--- config.mk ---
export PLATFORM = sky130hd
export DESIGN_NAME = vec3au_sqrt
export DESIGN_NICKNAME = d
export VERILOG_FILES = /design/src/rtl/core/vec3au_pkg.sv /design/src/rtl/core/vec3au_sqrt.sv
export SDC_FILE = /design/constraint.sdc
export NUM_CORES = 2
export LEC_CHECK = 0
export BUFFER_PORTS_ARGS = -buffer_cell sky130_fd_sc_hd__buf_2
export CAP_MARGIN = 10
export CORE_MARGIN = 2
export CORE_UTILIZATION = 51
export CTS_CLUSTER_SIZE = 10
export DETAILED_ROUTE_END_ITERATION = 8
export PLACE_DENSITY = 0.66
export SETUP_SLACK_MARGIN = 0.02
export SYNTH_ARGS = -nofsm -noshare
export SYNTH_HDL_FRONTEND = slang
export SYNTH_MEMORY_MAX_BITS = 65536
export SYNTH_SLANG_ARGS = --single-unit
--- constraint.sdc ---
create_clock -name clk -period 5.4 [get_ports clk]
set_clock_uncertainty 0.2 [all_clocks]
set_input_delay 0 -clock clk [delete_from_list [all_inputs] [get_ports clk]]
set_output_delay 0 -clock clk [all_outputs]
set_load 0.02 [all_outputs]
--- src/rtl/core/vec3au_pkg.sv ---
// Shared types and constants for the three-component vector arithmetic unit.
package vec3au_pkg;

  localparam int COMP_WIDTH    = 32;
  localparam int FRAC_BITS_DEF = 16;

  typedef enum logic [2:0] {
    OP_ADD,
    OP_SUB,
    OP_SCALE,
    OP_DOT,
    OP_CROSS,
    OP_MAG,
    OP_MAGSQ,
    OP_NORM
  } op_t;

  typedef struct packed {
    logic [2:0]                   opcode;
    logic signed [COMP_WIDTH-1:0] ax;
    logic signed [COMP_WIDTH-1:0] ay;
    logic signed [COMP_WIDTH-1:0] az;
    logic signed [COMP_WIDTH-1:0] bx;
    logic signed [COMP_WIDTH-1:0] by_comp;
    logic signed [COMP_WIDTH-1:0] bz;
    logic signed [COMP_WIDTH-1:0] factor;
  } req_t;

  typedef struct packed {
    logic signed [COMP_WIDTH-1:0] rx;
    logic signed [COMP_WIDTH-1:0] ry;
    logic signed [COMP_WIDTH-1:0] rz;
    logic signed [COMP_WIDTH-1:0] scalar_out;
    logic                         overflow;
  } rsp_t;

  // Per-transaction control carried alongside the root and quotient pipelines
  typedef struct packed {
    logic       is_mag;
    logic       is_norm;
    logic       nz;
    logic [2:0] neg;
  } flags_t;

endpackage

--- src/rtl/core/vec3au_sqrt.sv ---
// Pipelined square root, one root bit per stage, rounded to nearest at the end.
module vec3au_sqrt #(
  parameter int SIDE_W = 1
) (
  input  logic                                clk,
  input  logic                                rst,
  input  logic                                en,
  input  logic                                in_valid,
  input  logic [2*vec3au_pkg::COMP_WIDTH-1:0] ss,
  input  logic [SIDE_W-1:0]                   side_in,
  output logic                                out_valid,
  output logic [vec3au_pkg::COMP_WIDTH-1:0]   root,
  output logic [SIDE_W-1:0]                   side_out
);

  localparam int W = vec3au_pkg::COMP_WIDTH;

  logic              v_q    [W];
  logic [W+1:0]      rem_q  [W];
  logic [W-1:0]      root_q [W];
  logic [2*W-1:0]    ss_q   [W];
  logic [SIDE_W-1:0] side_q [W];

  for (genvar k = 0; k < W; k++) begin : g_step
    logic              v_p;
    logic [W+1:0]      rem_p;
    logic [W-1:0]      root_p;
    logic [2*W-1:0]    ss_p;
    logic [SIDE_W-1:0] side_p;
    logic [W+1:0]      rem_sh;
    logic [W+1:0]      trial;
    logic              ge;

    if (k == 0) begin : g_first
      assign v_p    = in_valid;
      assign rem_p  = '0;
      assign root_p = '0;
      assign ss_p   = ss;
      assign side_p = side_in;
    end else begin : g_next
      assign v_p    = v_q[k-1];
      assign rem_p  = rem_q[k-1];
      assign root_p = root_q[k-1];
      assign ss_p   = ss_q[k-1];
      assign side_p = side_q[k-1];
    end

    // Bring down the next two radicand bits and try root bit one
    assign rem_sh = {rem_p[W-1:0], ss_p[2*(W-1-k)+1 -: 2]};
    assign trial  = {root_p, 2'b01};
    assign ge     = (rem_sh >= trial);

    always_ff @(posedge clk) begin
      if (rst) begin
        v_q[k] <= 1'b0;
      end else if (en) begin
        v_q[k] <= v_p;
      end
    end

    always_ff @(posedge clk) begin
      if (en) begin
        rem_q[k]  <= ge ? (rem_sh - trial) : rem_sh;
        root_q[k] <= {root_p[W-2:0], ge};
        ss_q[k]   <= ss_p;
        side_q[k] <= side_p;
      end
    end
  end

  // Round up when the remainder exceeds the floor root
  always_ff @(posedge clk) begin
    if (rst) begin
      out_valid <= 1'b0;
    end else if (en) begin
      out_valid <= v_q[W-1];
    end
  end

  always_ff @(posedge clk) begin
    if (en) begin
      root     <= root_q[W-1] + W'(rem_q[W-1] > {2'b00, root_q[W-1]});
      side_out <= side_q[W-1];
    end
  end

endmodule

# After elaboration in Yosys (flattened, before gate mapping)

Memories as Yosys holds them, arrays and structs flattened. A register that Yosys moved wholly into a read port is not among the register bits.
Index checks and enable logic that the tools add are counted.
Widths: inputs -> output; s select.

Bits in registers: 32
Word-level logic and storage cells: 174
Bits in writable memories: 4224
Memories kept: 5
Input bits: 69
Output and inout bits: 34

Mux-type cells: 70
Bitwise logic cells: 32
Add/sub/neg operators: 33
Magnitude comparators: 33

Memories:

| name   | depth | width | rd ports | clocked after memory_dff | wr ports | RTL line          | text |
|---|---|---|---|---|---|---|---|
| ss_q   | 32    | 64    | 31       | 0                        | 32       | vec3au_sqrt.sv:21 | `logic [2*W-1:0] ss_q [W];` |
| rem_q  | 32    | 34    | 32       | 0                        | 32       | vec3au_sqrt.sv:19 | `logic [W+1:0] rem_q [W];` |
| root_q | 32    | 32    | 32       | 0                        | 32       | vec3au_sqrt.sv:20 | `logic [W-1:0] root_q [W];` |
| side_q | 32    | 1     | 32       | 1                        | 32       | vec3au_sqrt.sv:22 | `logic [SIDE_W-1:0] side_q [W];` |
| v_q    | 32    | 1     | 32       | 1                        | 32       | vec3au_sqrt.sv:18 | `logic v_q [W];` |

Operators with widths:

| cell                | number |
|---|---|
| $mux 34             | 32 |
| $ge 34x34->1        | 31 |
| $sub 34x34->34      | 31 |
| $mux 1              | 38 |
| $gt 34x32->1        | 1 |
| $add 32x1->32       | 1 |
| $or 1x1->1          | 32 |
| $sub 2x1->3 const B | 1 |
| $ge 2x1->1 const B  | 1 |

# Longest topological paths before layout

Depth after elaboration: 4
Gate-level depth with buffers: 19

# Worst setup path after synthesis

OpenSTA, ideal clock, no wires.

Path kind: reg2reg
Start: memory rem_q[0][120] (netlist name)
End: memory rem_q[1][23] (netlist name), data pin
Stages on the path, launching flop included: 11
Setup time: 0.271 ns
Data required time: 4.929 ns
Arrival time: 3.332 ns
Setup slack: 1.596 ns
Cells stage by stage: edfxtp_1 > or4_1 > or3_4 > or4_4 > or4_1 > or4b_1 > and3b_1 > buf_6 > nand4_4 > nor4_1 > xor2_1

RTL lines:

| element            | RTL line |
|---|---|
| start: declaration | vec3au_sqrt.sv:19 |

==> flow_metrics.py <==
metrics = {
    "run_status": {
        "outcome": "finished, violations left",
        "violations": "hold timing",
    },
    "critical_path": {
        "path_class": "reg -> reg",
        "reg2reg_to": "root[28]",
        "worstPathCellList": "inv_1, ha_1, nand4_1, a21oi_1, a211oi_1, o21ai_0, nand2_1, o211ai_1, a221oi_1, o21ai_0, o21a_1, ha_1, ha_1, nand4_1, nor2_1, nand2_1, or3_1, nor4_1, xnor2_1",
        "slowest_delay_ns": 0.43,
        "rr_worst_depth": 19,
        "path_buf_inv": 1,
        "crit_top_cell": "ha_1",
        "cp_top_family": "simple AND/OR/NAND/NOR gates",
        "r2r_start": "root_q[7][99]",
        "worstPathArrival_ns": 4.94,
        "critPathRequiredTime_ns": 5.83,
        "crit_path_top_delay_cell": "edfxtp_1",
        "ff2ff_setup_slack_ns": 0.88,
        "path_max_fanout": 5,
        "worst_setup_path_end_kind": "flop",
        "start_kind": "flop",
    },
    "clock_tree": {
        "cts-htree-levels": 5,
        "cts_setup_buffers": 0,
        "clockRootBuffer": "clkbuf_16",
        "clock-sinks": 2597,
        "clk_latency_ns": 0.95,
        "clkTransAtPathRegs_ns": 0.05,
        "cts_tree": "done",
        "cts_buffers": 318,
        "clk_path_buf_depth": 4,
    },
    "power_and_ir_drop": {
        "pwr-share-comb_pct": 23.0,
        "p_per_area_nw_per_um2": 434,
        "power_mw": 59.1,
        "ir_drop_mv": 0.327,
        "swShare_pct": 29.0,
        "intPower_mw": 42.0,
        "p_sw_mw": 17.1,
        "seq_power_share_pct": 46.4,
        "p_clk_share_pct": 30.6,
        "leakage_nw": 52.2,
    },
    "floorplan": {
        "core_um2": 238000,
        "die_w_um": 493,
        "die_h_um": 493,
        "ios": 103,
        "start_util_pct": 51.2,
        "die-area_um2": 243000,
        "row_count": 179,
    },
    "logic_synthesis": {
        "ys_types": 88,
        "synth_area_leaders": "edfxtp_1 64%, ha_1 6.1%, xnor2_1 3.2%, xor2_1 2.7%, inv_1 2.3%",
        "yosysTopAreaCellShare_pct": 64.0,
        "ys_ff_latch": 2597,
        "synth.avg_cell_area_um2": 12.8,
        "ys_seq_area_share_pct": 64.1,
        "synth_edf_count": 2596,
        "ys.flop_type": "edfxtp_1",
        "synth_area_um2": 122000,
        "yosysMostFrequentCell": "edfxtp_1",
        "netlist_instances": 9480,
        "yosys.area.top_type": "edfxtp_1",
        "syn-num-nets": 10100,
        "ys_warn_count": 0,
        "synth_async_sr_flop_share_pct": 0,
        "netlist_top_cells_count": "2,596 x edfxtp_1, 746 x inv_1, 736 x nand2_1",
    },
    "hold_path": {
        "hold_depth": 2,
        "hold_class": "in -> reg",
        "hold_start": "en",
        "hold_path_end": "ss_q[4][34]",
    },
    "timing": {
        "slew_headroom_pct": 22.5,
        "fin_crit_ns": 4.52,
        "rsz0062_at_grt": "no",
        "holdWs_ns": -0.000987,
        "timing.setup.tns_ns": 0,
        "max_slew.worst_pin.slew_ns": 1.13,
        "slew_violations": 0,
        "fin_crit_sh_pct": 83.6,
        "hold_viol": 1,
        "finalSetupViolations": 0,
        "max_freq_ghz": 0.221,
    },
    "detailed_routing": {
        "wl_per_cell_um": 19.0,
        "route.detailed.drc": 0,
        "routed_wl_mm": 251,
        "drt-pass1-iter-count": 6,
        "drt-initial-drc-count": 5584,
        "via_per_inst": 5.59,
        "vias": 73800,
        "ant_nets": 0,
    },
    "placement": {
        "gp_congestion": 0.895,
        "dp_hpwl_mm": 180,
        "port_buffers": 102,
    },
    "global_route": {
        "track_usage_pct": 20.5,
        "overflow": 0,
        "grt_pass1_vias": 73300,
        "grt_pass1_wl_mm": 398,
        "grt_max_degree": 190,
        "grt_antenna_before_repair": 1,
    },
    "final_layout": {
        "layout-drive-gt1-share_pct": 7.05,
        "fin_nets": 10600,
        "area_delta_synth_final_pct": 12.0,
    },
    "flow_run": {
        "cap_violations": 0,
    },
}
layout by cell type (no fill, tap or decap), drive strengths merged, types with 51 or more instances in the layout:
cell         netlist  routed
nand3            147     147
ha               597     597
a21o             304     304
nand2            736     736
nor2b             75      75
or3               83      83
nor3             201     201
or4               57      57
a31oi             61      61
o21ai            552     552
o31ai             87      87
a211oi            58      58
inv              750     761
clkbuf           165     359
o21a             123     123
nand2b            99      99
nand4             92      92
and2              72      72
dlygate4sd3        0     137
a21oi            499     499
nor4             133     133
o21bai            51      51
edfxtp          2596    2596
xor2             382     382
nor2             540     540
buf               23     197
mux2              79      79
xnor2            441     441
logic make-up after synthesis:
| logic type | synth area share (%) |
|---|---|
| AOI/OAI and AO/OA | 10.4 |
| adders and majority gates | 6.14 |
| xor gates and xnor gates | 5.92 |
| other | 0.00308 |
| DFF | 64.1 |
| buffers and inverters | 2.91 |
| muxes | 0.830 |
| and+or+nand+nor | 9.78 |
worst max path at each step:
stage                   from            to  slack (ns)  cells after the start
2_1_floorplan  rem_q[0][120]  rem_q[1][23]        1.60                     10
3_3_place_gp   root_q[7][98]      root[28]        1.02                     19
3_5_place_dp   root_q[7][99]      root[28]        0.96                     19
4_1_cts        root_q[7][99]      root[28]        0.93                     19
5_1_grt        root_q[7][99]      root[28]        0.50                     19
6_report       root_q[7][99]      root[28]        0.88                     19
repair_timing:
| item | in CTS | in global routing |
|---|---|---|
| gates resized for setup | 0 | 0 |
| hold buffers | 137 | 0 |
| setup endpoints to repair | 0 | 0 |
| hold endpoints to repair | 1761 | 0 |
state kept, by name, indices dropped and copies added (netlist names):
register	count
out_valid	1
rem_q	979
root	32
root_q	528
side_out	1
side_q	32
ss_q	992
v_q	32
layout make-up:
| type | instances | area [um^2] |
|---|---|---|
| clock inverter | 39 | 350 |
| fill | 19000 | 101000 |
| inverter | 752 | 2820 |
| timing repair buffer | 335 | 2790 |
| clock buffer | 358 | 8140 |
| antenna | 1 | 2.50 |
| multi-input combinational | 5943 | 40300 |
| tap | 3167 | 3960 |
| sequential | 2597 | 78000 |
power by group through the flow:
stage | clock network [mW] | logic (mW) | registers (mW)
global route | 19.4 | 15.2 | 27.7
floorplan | 0 | 9.88 | 27.0
finish | 18.1 | 13.6 | 27.4
CTS | 18.6 | 13.6 | 27.5
detailed placement | 0 | 13.4 | 27.8
global placement | 0 | 13.3 | 27.8
layer usage:
metal	share of wire [%]	wire length (um)	track usage, %
met5	0	0	0
met4	3.4	8540	7.20
met3	3.8	9560	2.66
met2	50	125000	35.3
met1	43	108000	26.8
stage by stage:
stage / worst slack (ns) / util [%] / hold WS, ns / cell area (um^2) / cells
2_1_floorplan: 1.60 / - / -0.128 / 122000 / 9480
3_3_place_gp: 1.02 / 53.2 / -0.0234 / 127000 / 12700
3_5_place_dp: 0.957 / 53.2 / -0.0219 / 127000 / 12700
4_1_cts: 0.929 / 57.4 / 0.00494 / 136000 / 13200
5_1_grt: 0.503 / 57.4 / 0.0330 / 136000 / 13200
6_report: 0.884 / 57.4 / -0.000987 / 136000 / 13200
Note: power is estimated with default switching activity, not from simulation.
